===== config.mk =====
export PLATFORM = sky130hd
export DESIGN_NAME = vitk7_ctrl
export DESIGN_NICKNAME = d
export VERILOG_FILES = /design/src/sv/vitk7_pkg.sv /design/src/sv/vitk7_ctrl.sv
export SDC_FILE = /design/constraint.sdc
export NUM_CORES = 1
export LEC_CHECK = 0
export BUFFER_PORTS_ARGS = -buffer_cell sky130_fd_sc_hd__buf_2
export CORE_MARGIN = 2
export CORE_UTILIZATION = 25
export CTS_BUF_LIST = sky130_fd_sc_hd__clkbuf_8
export DETAILED_ROUTE_END_ITERATION = 6
export SLEW_MARGIN = 15
export SYNTH_ARGS = -nofsm -noshare
export SYNTH_HDL_FRONTEND = slang
export SYNTH_SLANG_ARGS = --single-unit

===== constraint.sdc =====
create_clock -name clk -period 2.1 [get_ports clk]
set_input_delay 0.105 -clock clk [delete_from_list [all_inputs] [get_ports clk]]
set_output_delay 0.105 -clock clk [all_outputs]
set_load 0.01 [all_outputs]

===== src/sv/vitk7_pkg.sv =====
// Shared types, constants and functions of the K=7 rate one half Viterbi decoder.
package vitk7_pkg;

    localparam int NUM_STATES = 64;
    localparam int STATE_W    = 6;
    localparam int TB_DEPTH   = 64;
    localparam int ROW_W      = 6;
    localparam int METRIC_W   = 24;
    localparam int SAMPLE_W   = 8;
    localparam int GAIN_W     = 7;
    localparam int EXT_W      = 10;
    localparam int SQ_W       = 17;
    localparam int BM_W       = 18;
    localparam int CNT_W      = 6;

    localparam logic [GAIN_W-1:0]   GAIN_RESET = 7'd64;
    localparam logic [STATE_W-1:0]  HIGH_BIT   = 6'h20;
    localparam logic [CNT_W-1:0]    LAST_CNT   = 6'h3f;

    typedef enum logic [3:0] {
        ST_IDLE,
        ST_SQ,
        ST_BM,
        ST_ACS,
        ST_DRAIN,
        ST_COMMIT,
        ST_TB,
        ST_TB_DRAIN,
        ST_DONE
    } ctrl_state_t;

    typedef struct packed {
        logic               load_in;
        logic               sq;
        logic               bm;
        logic               acs_issue;
        logic [STATE_W-1:0] acs_ns;
        logic               commit;
        logic               tb_issue;
        logic               finish;
    } dp_cmd_t;

    typedef struct packed {
        logic out_hold;
    } dp_sts_t;

    function automatic logic [1:0] branch_sym(input logic inbit, input logic [STATE_W-1:0] st);
        logic a;
        logic b;
        a = inbit ^ st[1] ^ st[2] ^ st[4] ^ st[5];
        b = inbit ^ st[0] ^ st[1] ^ st[2] ^ st[5];
        return {b, a};
    endfunction

endpackage


===== src/sv/vitk7_ctrl.sv =====
// Sequencer that steps the datapath through metric, ACS and traceback phases.
module vitk7_ctrl (
    input  logic               clk,
    input  logic               rst_n,
    input  logic               in_valid,
    output logic               in_stall,
    input  vitk7_pkg::dp_sts_t sts,
    output vitk7_pkg::dp_cmd_t cmd
);
    import vitk7_pkg::*;

    ctrl_state_t      state_reg, state_next;
    logic [CNT_W-1:0] cnt_reg, cnt_next;

    always_ff @(posedge clk or negedge rst_n)
    begin
        if (!rst_n)
        begin
            state_reg <= ST_IDLE;
            cnt_reg   <= '0;
        end
        else
        begin
            state_reg <= state_next;
            cnt_reg   <= cnt_next;
        end
    end

    always_comb
    begin
        state_next = state_reg;
        cnt_next   = cnt_reg;
        unique case (state_reg)
            ST_IDLE:
            begin
                if (in_valid)
                begin
                    state_next = ST_SQ;
                end
            end
            ST_SQ:
            begin
                state_next = ST_BM;
            end
            ST_BM:
            begin
                state_next = ST_ACS;
                cnt_next   = '0;
            end
            ST_ACS:
            begin
                cnt_next = cnt_reg + 1'b1;
                if (cnt_reg == LAST_CNT)
                begin
                    state_next = ST_DRAIN;
                    cnt_next   = '0;
                end
            end
            ST_DRAIN:
            begin
                cnt_next = cnt_reg + 1'b1;
                if (cnt_reg[0])
                begin
                    state_next = ST_COMMIT;
                end
            end
            ST_COMMIT:
            begin
                state_next = ST_TB;
                cnt_next   = '0;
            end
            ST_TB:
            begin
                cnt_next = cnt_reg + 1'b1;
                if (cnt_reg == LAST_CNT)
                begin
                    state_next = ST_TB_DRAIN;
                end
            end
            ST_TB_DRAIN:
            begin
                state_next = ST_DONE;
            end
            ST_DONE:
            begin
                if (!sts.out_hold)
                begin
                    state_next = ST_IDLE;
                end
            end
            default:
            begin
                state_next = ST_IDLE;
            end
        endcase
    end

    always_comb
    begin
        cmd          = '0;
        in_stall     = (state_reg != ST_IDLE);
        cmd.acs_ns   = cnt_reg;
        cmd.load_in  = (state_reg == ST_IDLE) && in_valid;
        cmd.sq       = (state_reg == ST_SQ);
        cmd.bm       = (state_reg == ST_BM);
        cmd.acs_issue = (state_reg == ST_ACS);
        cmd.commit   = (state_reg == ST_COMMIT);
        cmd.tb_issue = (state_reg == ST_TB);
        cmd.finish   = (state_reg == ST_DONE) && !sts.out_hold;
    end

endmodule


### Yosys cells after proc, flatten, opt, wreduce, memory -nomap -nowiden

Index checks and enable logic that the tools add are counted.

| cells by class | value |
|---|---|
| equality and inequality tests | 14 |
| mux-type cells | 8 |
| reduce and logical (&&, ||, !) cells | 9 |
| add/sub/neg operators | 1 |

Operators by type and width:

| operator | number |
|---|---|
| $pmux 4 s9 | 1 |
| $mux 4 | 5 |
| $pmux 6 s3 | 1 |
| $eq 4x3->1 const B | 4 |
| $eq 4x2->1 const B | 2 |
| $add 6x1->6 const B | 1 |
| $eq 6x6->1 const B | 1 |
| $mux 6 | 1 |
| $ne 2x2->1 const B | 3 |
| $reduce_and 5->1 | 1 |
| $eq 4x1->1 const B | 1 |
| $eq 4x4->1 const B | 1 |
| $logic_not 4->1 | 1 |
| $ne 2x1->1 const B | 2 |
| $reduce_bool 4->1 | 1 |
| $reduce_or 2->1 | 2 |
| $reduce_bool 3->1 | 1 |
| $logic_and 1x1->1 | 2 |
| $logic_not 1->1 | 1 |

| word-level totals | value |
|---|---|
| logic and storage cells | 34 |
| bits of input ports | 4 |
| flip-flop bits (word level) | 10 |
| output and inout bits | 14 |

### Longest topological paths before layout

Gate-level depths: netlist of run 1.

| depth | value |
|---|---|
| depth after elaboration | 3 |
| gate-level depth with buffers | 5 |
| gate-level depth less buffers | 5 |

### Worst setup path after synthesis of run 1

Ideal clock, no wire load.

| timing path | value |
|---|---|
| kind | reg-to-reg |
| start | reg cnt_reg[0] |
| end | reg state_reg[2] |
| clock period less this slack | 1.452 ns |
| library setup time | 0.074 ns |
| slack | 0.648 ns |
| buffers on the path | 0 |
| data required time | 2.026 ns |
| stages on the path, launching flop included | 6 |
| arrival | 1.377 ns |
| cells stage by stage | dfrtp_1 > ha_1 > inv_1 > or2_4 > or3_1 > a21oi_2 |

| between the ends | value |
|---|---|
| word-level cells in the longest chain between the ends | 3 |
| elaborated cells on any way between the ends | 5 |
| those cells by class | eq/ne: 4; reduce/logical: 1 |

RTL lines:

| what | line | source |
|---|---|---|
| from (decl) | vitk7_ctrl.sv:13 | `logic [CNT_W-1:0] cnt_reg, cnt_next;` |
| from (signal assigned) | vitk7_ctrl.sv:25 | `cnt_reg <= cnt_next;` |
| $eq 6x6->1 | vitk7_ctrl.sv:53, vitk7_ctrl.sv:75 |  |
| $ne 2x1->1 (no source line) | - |  |
| $reduce_and 5->1 (no source line) * | - |  |
| to (signal assigned) | vitk7_ctrl.sv:24 | `state_reg <= state_next;` |
| to (decl) | vitk7_ctrl.sv:12 | `ctrl_state_t state_reg, state_next;` |

Mark *: on every way between the ends. The rest lies on a longest branch, timed or not.
A chain may end at the register's enable or synchronous reset.

### Worst setup path in the final report of run 1

Same ends and word-level chain as after synthesis.

==> results of run 1 <==
logic make-up after synthesis:
family | synth area share [%]
AO/OA/AOI/OAI | 20.1
XOR/XNOR | 3.84
adder cells (fa/ha/maj) | 1.83
buffers and inverters | 5.30
flip-flops | 36.6
AND/OR/NAND/NOR | 32.4
power groups by stage:
stage / clock network (mW) / registers (mW) / logic (mW)
after floorplan: 0 / 0.362 / 0.270
after global placement: 0 / 0.370 / 0.388
after detailed placement: 0 / 0.370 / 0.393
after CTS: 0.205 / 0.367 / 0.396
after global routing: 0.220 / 0.383 / 0.439
final: 0.201 / 0.367 / 0.388
how the worst max path moves through the flow:
stage	from	to	depth (start not counted)
6_report	cnt_reg[0]$_DFFE_PN0P_	state_reg[2]$_DFFE_PN0P_	5
5_1_grt	state_reg[1]$_DFFE_PN0P_	cmd[0]	4
4_1_cts	state_reg[3]$_DFFE_PN0P_	cnt_reg[5]$_DFFE_PN0P_	4
3_5_place_dp	state_reg[3]$_DFFE_PN0P_	cnt_reg[5]$_DFFE_PN0P_	4
3_3_place_gp	cnt_reg[0]$_DFFE_PN0P_	state_reg[2]$_DFFE_PN0P_	5
2_1_floorplan	cnt_reg[0]$_DFFE_PN0P_	state_reg[2]$_DFFE_PN0P_	5
layer usage:
layer	GRT usage, %	vias up	wire length, um
met4	3.06	0	0
met5	0	-	0
li1	-	328	-
met2	15.0	24	747
met1	15.6	322	784
met3	4.38	0	102
Yosys cell counts, types with 2 or more instances:
library cell  count
nand2b_1          3
nor2_1           10
a31o_2            2
buf_2             2
nand3_1           2
nor2b_1           3
xnor2_1           3
o21ai_0           8
nor3_1            7
inv_1             4
dfrtp_1          10
nand2_1           6
a22oi_1           2
cell type report:
class	count	area [um^2]	share of cell area (%)
clock buffer	3	41.3	4.93
inverter	4	15.0	1.79
multi-input combinational	64	398	47.5
sequential	10	250	29.9
tap	30	37.5	4.48
timing repair buffer	18	95.1	11.4
==> summary.md, run 1 <==
| Metric | Value |
|---|---|
| Static leakage | 0.360 nW |
| Hold_ws | 0.269 ns |
| Syn_area_per_cell | 8.35 um^2 |
| Primary FF master, synth | dfrtp_1 |
| Crit path DAT | 1.68 ns |
| Routability cong. | 0.858 |
| Largest net degree at the start of global routing | 17 |
| Setup bufs post-CTS | 0 |
| Post-synth EDFFs | 0 |
| CP max FO | 7 |
| Setup slack, reg-to-reg | 0.58 ns |
| Sequential share of the synthesized area | 36.6% |
| Top-area cell type share of the netlist area | 36.6% |
| Leading area contributor after synthesis | dfrtp_1 |
| Worst Tran Pin Value | 0.471 ns |
| Dpl cell area | 786 um^2 |
| Most frequent cells in the layout | buf_2 (17), nor2_1 (10), dfrtp_1 (10) |
| Worst Setup Slack, final | 0.577 ns |
| Pint | 0.573 mW |
| Crit Reg-Reg Endpoint | state_reg[2]$_DFFE_PN0P_ |
| Non-Filler Instances | 129 |
| Most common cell after layout, fill and taps aside | buf_2 |
| Chip Width | 56.3 um |
| Dpl ws | 0.580 ns |
| Row Count | 18 |
| Fin util | 32.9% |
| Diodes inserted | 0 |
| H-Tree Depth | 1 |
| Initial DRC Count | 22 |
| Slew headroom | 68.6% |
| Total track usage | 10.9% |
| Setup TNS | 0 ns |
| Max FFs per register | 6 |
| Antenna-violating nets left | 0 |
| Nets | 106 |
| Slew Viols, Final | 0 |
| Reg-to-Reg Start | cnt_reg[0]$_DFFE_PN0P_ |
| Sequential share of power | 38.4% |
| Yosys warnings | 0 |
| P&R area growth vs syn | 22.3% |
| CP max stage delay | 0.46 ns |
| Ys async rst share | 100% |
| Clk_lat worst skew | 0.23 ns |
| Post-DR vias/cell | 5.22 |
| Number of gates resized after CTS | 0 |
| Cells after DPL | 125 |
| Net Sw Power | 0.383 mW |
| First-pass GRT wire length | 2750 um |
| TritonCTS clock tree | built |
| Post-route design area | 837 um^2 |
| Critical path, cell by cell | ha_1 > inv_1 > or2_4 > or3_1 > a21oi_2 |
| Chip height | 56.3 um |
| Clock skew | 0.000447 ns |
| Worst Setup End Kind | flop |
| Clock buffer depth | 2 |
| Clk pwr share | 21.0% |
| Library cells used by synthesis | 33 |
| Share of cells above drive strength 1 | 28.3% |
| # fillers | 278 |
| Syn Nets | 87 |
| Vias in the first global route | 578 |
| Core ar. | 2540 um^2 |
| Maximum VDD drop | 0.471 mV |
| Tmin final | 1.52 ns |
| CP top delay family | simple AND/OR/NAND/NOR gates |
| CTS Buf Count | 3 |
| Status | finished clean |
| Max Clk Rate | 0.657 GHz |
| Drt first pass iters | 4 |
| Unrepaired setup endpoints after global routing | false |
| Power per cell area | 1140 nW/um^2 |
| Comb power frac | 40.6% |
| Buf+Inv Stages, Crit Path | 1 |
| Root Driver | clkbuf_8 |
| Clk slew on worst S/H paths | 0.05 ns |
| Drt wl/cell | 12.7 um |
| Die area | 3170 um^2 |
| Detail Placement HPWL | 1230 um |
| Antenna violations before repair | 0 |
| Synth Instances | 82 |
| Switching Share | 40.1% |
| I/O pin cnt | 18 |
| Hold WC Path Type | primary input to asynchronous set/reset pin |
| Grt total ovfl | 0 |
| DR vias | 674 |
| Synth area leaders | dfrtp_1 (37%), o21ai_0 (5.9%), nor2_1 (5.5%) |
| Overall power | 0.956 mW |
| CTS Hold Bufs | 1 |
| Routed wire length | 1630 um |
| Clock Sinks | 10 |
| Cell Area, Synth | 684 um^2 |
| Port Buffers | 17 |
| Hold Vio Cnt, Final | 0 |
| Final setup fails | 0 |
| CP required | 2.26 ns |
| Crit start category | flop |
| Maxcap violations | 0 |
| #FFs+latches synth | 10 |
| CP max stage cell | dfrtp_1 |
| Worst-case reg-to-reg path depth | 5 |
| Kind of critical path | flop to flop |
| Starting Density | 26.9% |
| DRC errors left | 0 |
| Part of the cycle the worst path needs | 72.5% |
(Power assumes the default switching activity.)
==> run 2, diff against run 1 <==
clock period = 1.55 ns   (was 2.1 ns; I/O delays follow)
==> summary.md, run 2 (same netlist as run 1, synthesis figures left out) <==
| Metric | Value |
|---|---|
| Status | finished clean |
| Worst Tran Pin Value | 0.479 ns (+0.00866 ns) |
| Drt first pass iters | 4 (unchanged) |
| Most frequent cells in the layout | buf_2 (17), nor2_1 (9), dfrtp_1 (9) |
| Clk_lat worst skew | 0.24 ns (about the same) |
| Reg-to-Reg Start | cnt_reg[1]$_DFFE_PN0P_ |
| Static leakage | 0.399 nW (+11%) |
| I/O pin cnt | 18 (unchanged) |
| Drt wl/cell | 12.1 um (-4.6%) |
| Core ar. | 2540 um^2 (unchanged) |
| Crit Reg-Reg Endpoint | state_reg[2]$_DFFE_PN0P_ |
| Hold WC Path Type | primary input to asynchronous set/reset pin |
| # fillers | 282 (+1.4%) |
| Fin util | 35.3% (+2.5 points) |
| P&R area growth vs syn | 31.4% |
| Post-DR vias/cell | 5.13 (-1.8%) |
| Worst Setup End Kind | primary output |
| Routed wire length | 1640 um (+0.61%) |
| Root Driver | clkbuf_8 |
| Antenna violations before repair | 0 (unchanged) |
| Hold_ws | 0.245 ns (-0.0243 ns) |
| Vias in the first global route | 645 (+12%) |
| Dpl ws | 0.141 ns (-0.439 ns) |
| CTS Buf Count | 3 (unchanged) |
| Maxcap violations | 0 (unchanged) |
| CP max FO | 11 (+4) |
| Diodes inserted | 0 (unchanged) |
| Worst Setup Slack, final | 0.125 ns (-0.452 ns) |
| Max FFs per register | 6 (unchanged) |
| Crit start category | flop |
| Clock Sinks | 10 (unchanged) |
| Chip height | 56.3 um (unchanged) |
| Die area | 3170 um^2 (unchanged) |
| Antenna-violating nets left | 0 (unchanged) |
| Row Count | 18 (unchanged) |
| Power per cell area | 1570 nW/um^2 (+37%) |
| Routability cong. | 0.866 (+0.94%) |
| Grt total ovfl | 0 (unchanged) |
| Hold Vio Cnt, Final | 0 (unchanged) |
| TritonCTS clock tree | built |
| CP required | 1.47 ns (-0.79 ns) |
| Max Clk Rate | 0.702 GHz |
| Nets | 112 (+5.7%) |
| Tmin final | 1.42 ns |
| DRC errors left | 0 (unchanged) |
| Part of the cycle the worst path needs | 91.9% |
| Clk slew on worst S/H paths | 0.05 ns (about the same) |
| First-pass GRT wire length | 2860 um (+4.0%) |
| Final setup fails | 0 (unchanged) |
| Initial DRC Count | 23 (+4.5%) |
| Largest net degree at the start of global routing | 12 (-5) |
| CP max stage delay | 0.42 ns (-0.04 ns) |
| Clock skew | 0.00164 ns (+0.00119 ns) |
| Critical path, cell by cell | buf_4 > nand2b_1 > nor2_1 > buf_2 |
| Buf+Inv Stages, Crit Path | 2 (+1) |
| Slew headroom | 68.0% (-0.64 points) |
| Worst-case reg-to-reg path depth | 5 (unchanged) |
| Maximum VDD drop | 0.720 mV (+53%) |
| Setup bufs post-CTS | 0 (unchanged) |
| DR vias | 698 (+3.6%) |
| Crit path DAT | 1.35 ns (-0.33 ns) |
| Unrepaired setup endpoints after global routing | false |
| CP top delay family | flip-flops |
| Setup TNS | 0 ns (unchanged) |
| Total track usage | 11.6% (+0.71 points) |
| H-Tree Depth | 1 (unchanged) |
| Share of cells above drive strength 1 | 34.9% (+6.6 points) |
| Overall power | 1.41 mW (+47%) |
| Kind of critical path | flop to primary output |
| Slew Viols, Final | 0 (unchanged) |
| Setup slack, reg-to-reg | 0.13 ns (-0.45 ns) |
| Port Buffers | 17 (unchanged) |
| Detail Placement HPWL | 1280 um (+3.7%) |
| Most common cell after layout, fill and taps aside | buf_2 |
| Starting Density | 26.9% (unchanged) |
| CP max stage cell | dfrtp_1 |
| Chip Width | 56.3 um (unchanged) |
| Clock buffer depth | 2 (unchanged) |
## run 2: layout make-up
cell class	instances	area [um^2]	share of cell area, %
Inverter	4	15.0	1.67
Timing Repair Buffer	24	140	15.6
Multi-Input combinational cell	64	400	44.5
Tap cell	30	37.5	4.17
Clock buffer	4	55.1	6.12
Sequential cell	10	251	28.0
## run 2: through the flow
stage	cells	area, um^2
floorplan	82	684
global placement	131	831
detailed placement	131	831
CTS	136	896
global route	136	900
finish	136	900
## run 2: metal layers
metal,wire length (um),global-route usage (%)
met1,788,15.2
met2,726,17.3
met3,112,4.61
met4,16,4.08
met5,0,0
## run 2: worst register-to-register path, stage by stage (launching register included)
cell and delay [ns]:
dfrtp_1 0.37, ha_1 0.18, inv_1 0.08, or2_4 0.27
or3_1 0.33, a21oi_2 0.12
## run 2: how the worst max path moves through the flow
stage,start,end,cells past startpoint
after floorplan,cnt_reg[0]$_DFFE_PN0P_,state_reg[2]$_DFFE_PN0P_,5
after global placement,state_reg[1]$_DFFE_PN0P_,cnt_reg[3]$_DFFE_PN0P_,4
after detailed placement,cnt_reg[1]$_DFFE_PN0P_,state_reg[2]$_DFFE_PN0P_,5
after CTS,state_reg[1]$_DFFE_PN0P_,cmd[0],4
after global routing,state_reg[2]$_DFFE_PN0P_,cmd[12],4
final,state_reg[3]$_DFFE_PN0P_,cmd[2],4
## run 2: power by group
group	leakage, nW	switching (mW)	internal, mW
Combinational	0.252	0.324	0.294
Sequential	0.118	0.104	0.353
Clock	0.0288	0.109	0.224
## run 2: timing repair
item,CTS,global route
setup endpoints to repair,0,1
resized for setup,0,2
hold buffers,1,0
hold endpoints to repair,10,0
==> run 3, diff against run 2 <==
CORE_AREA = 2 2 39 41   (was not set)
CORE_MARGIN = not set   (was 2)
CORE_UTILIZATION = not set   (was 25)
DIE_AREA = 0 0 41 43   (was not set)
PLACE_DENSITY = 0.83   (was not set)
==> summary.md, run 3 (same netlist as run 1, synthesis figures left out) <==
| Metric | Value |
|---|---|
| Status | finished clean |
| Maxcap violations | 0 (unchanged) |
| Vias in the first global route | 610 (-5.4%) |
| Chip Width | 41 um (-27%) |
| Grt total ovfl | 0 (unchanged) |
| Max FFs per register | 6 (unchanged) |
| DR vias | 689 (-1.3%) |
| Antenna violations before repair | 0 (unchanged) |
| Switching Share | 39.1% (+0.92 points) |
| Starting Density | 49.5% (+23 points) |
| Worst-case reg-to-reg path depth | 5 (unchanged) |
| # fillers | 120 (-57%) |
| Setup TNS | 0 ns (unchanged) |
| CP max FO | 4 (-7) |
| Kind of critical path | flop to flop |
| Sequential share of power | 34.0% (+1.5 points) |
| H-Tree Depth | 1 (unchanged) |
| Most frequent cells in the layout | buf_2 (17), nor2_1 (9), o21ai_0 (8), dfrtp_1 (8), nor3_1 (7) |
| Largest net degree at the start of global routing | 13 (+1) |
| Pint | 0.853 mW (-2.1%) |
| Drt wl/cell | 14.2 um (+17%) |
| Crit start category | flop |
| Setup slack, reg-to-reg | 0.08 ns (-0.05 ns) |
| CTS Buf Count | 3 (unchanged) |
| Clock Sinks | 10 (unchanged) |
| TritonCTS clock tree | built |
| First-pass GRT wire length | 2760 um (-3.4%) |
| Clk pwr share | 23.9% (+0.3 points) |
| Die area | 1760 um^2 (-44%) |
| Total track usage | 23.5% (+12 points) |
| Worst Setup EP | state_reg[2]$_DFFE_PN0P_ |
| Power per cell area | 1620 nW/um^2 (+3.8%) |
| DRC errors left | 0 (unchanged) |
| Post-DR vias/cell | 5.79 (+13%) |
| Multi-input logic area | 400 um^2 (unchanged) |
| Tmin final | 1.47 ns (+0.0466 ns) |
| Max Clk Rate | 0.680 GHz (-3.2%) |
| Clock buffer depth | 2 (unchanged) |
| Initial DRC Count | 24 (+4.3%) |
| Unrepaired setup endpoints after global routing | false |
| Routed wire length | 1690 um (+2.7%) |
| Reg-to-Reg Start | cnt_reg[1]$_DFFE_PN0P_ |
| Clk slew on worst S/H paths | 0.05 ns (about the same) |
| Crit path DAT | 1.63 ns (+0.28 ns) |
| Hold Vio Cnt, Final | 0 (unchanged) |
| Fin util | 62.2% (+27 points) |
| Comb power frac | 42.1% (-1.8 points) |
| Diodes inserted | 0 (unchanged) |
| Chip height | 43 um (-24%) |
| Dpl cell area | 791 um^2 (-4.8%) |
| Slew Viols, Final | 0 (unchanged) |
| Routability cong. | 0.899 (+3.8%) |
| Most common cell after layout, fill and taps aside | buf_2 |
| Clk_lat worst skew | 0.24 ns (about the same) |
| Nets | 109 (-2.7%) |
| Static leakage | 0.381 nW (-4.4%) |
| Port Buffers | 17 (unchanged) |
| Drt first pass iters | 4 (unchanged) |
| Share of cells above drive strength 1 | 34.0% (-0.93 points) |
| Core ar. | 1380 um^2 (-46%) |
| Root Driver | clkbuf_8 |
| Antenna-violating nets left | 0 (unchanged) |
| I/O pin cnt | 18 (unchanged) |
| Net Sw Power | 0.546 mW (+1.8%) |
| Maximum VDD drop | 0.751 mV (+4.2%) |
| Detail Placement HPWL | 1250 um (-2.4%) |
| Slew headroom | 73.7% (+5.7 points) |
| Worst Tran Pin Value | 0.394 ns (-0.0855 ns) |
| Post-route design area | 861 um^2 (-4.3%) |
| Final setup fails | 0 (unchanged) |
| Clock skew | 0.000918 ns (-0.000722 ns) |
| P&R area growth vs syn | 25.8% |
| Crit Reg-Reg Endpoint | state_reg[2]$_DFFE_PN0P_ |
| Worst Setup End Kind | flop |
| Crit path from | cnt_reg[1]$_DFFE_PN0P_ |
| Row Count | 14 (-4) |
| Hold WC Path Type | primary input to asynchronous set/reset pin |
| CP required | 1.71 ns (+0.24 ns) |
| Storage cell area | 253 um^2 (+0.50%) |
| Part of the cycle the worst path needs | 94.9% (+3.0 points) |
[run 3: per-layer routing]
layer  global-route usage, %  routed length (um)
met5                       0                   0
met3                    5.24                  95
met4                    12.0                  44
met2                    37.2                 846
met1                    28.1                 702
[run 3: critical path, cell delays in order (launching register included)]
cell and delay, ns:
dfrtp_1 0.39, ha_1 0.19, inv_1 0.08, or2_4 0.28
or3_1 0.33, a21oi_2 0.13
[run 3: worst min path at each step]
| stage | from | end | slack, ns | cells past startpoint |
|---|---|---|---|---|
| final | rst_n | cnt_reg[3]$_DFFE_PN0P_ | 0.23 | 2 |
| after global routing | rst_n | cnt_reg[3]$_DFFE_PN0P_ | 0.26 | 2 |
| after CTS | rst_n | cnt_reg[4]$_DFFE_PN0P_ | 0.24 | 2 |
| after detailed placement | rst_n | cnt_reg[4]$_DFFE_PN0P_ | -0.05 | 1 |
| after global placement | rst_n | cnt_reg[4]$_DFFE_PN0P_ | -0.05 | 1 |
| after floorplan | rst_n | cnt_reg[0]$_DFFE_PN0P_ | -0.22 | 0 |
[run 3: power groups by stage]
stage / registers (mW) / clock network, mW / logic, mW
CTS: 0.475 / 0.337 / 0.595
finish: 0.475 / 0.335 / 0.589
global placement: 0.472 / 0 / 0.568
detailed placement: 0.479 / 0 / 0.588
global route: 0.495 / 0.352 / 0.658
floorplan: 0.491 / 0 / 0.366
[run 3: timing repair]
item,CTS,global route
endpoints found under the hold margin,10,0
resized for setup,0,3
setup buffers,0,0
hold buffers,1,0
endpoints found under the setup margin,0,4
[run 3: final cells by class]
class,instances,area share (%)
inverters,4,1.74
flip-flops and latches,10,29.4
well taps,16,2.33
repair buffers,21,13.7
multi-input cells,64,46.5
clock buffers,4,6.40
[run 3: stage by stage]
| stage | hold slack, ns | instances | total power [mW] | setup WS [ns] |
|---|---|---|---|---|
| after global routing | 0.259 | 119 | 1.50 | 0.000844 |
| after global placement | -0.0529 | 114 | 1.04 | 0.0950 |
| final | 0.227 | 119 | 1.40 | 0.0788 |
| after floorplan | -0.218 | 82 | 0.857 | 0.0984 |
| after CTS | 0.236 | 119 | 1.41 | 0.0821 |
| after detailed placement | -0.0487 | 114 | 1.07 | 0.0969 |
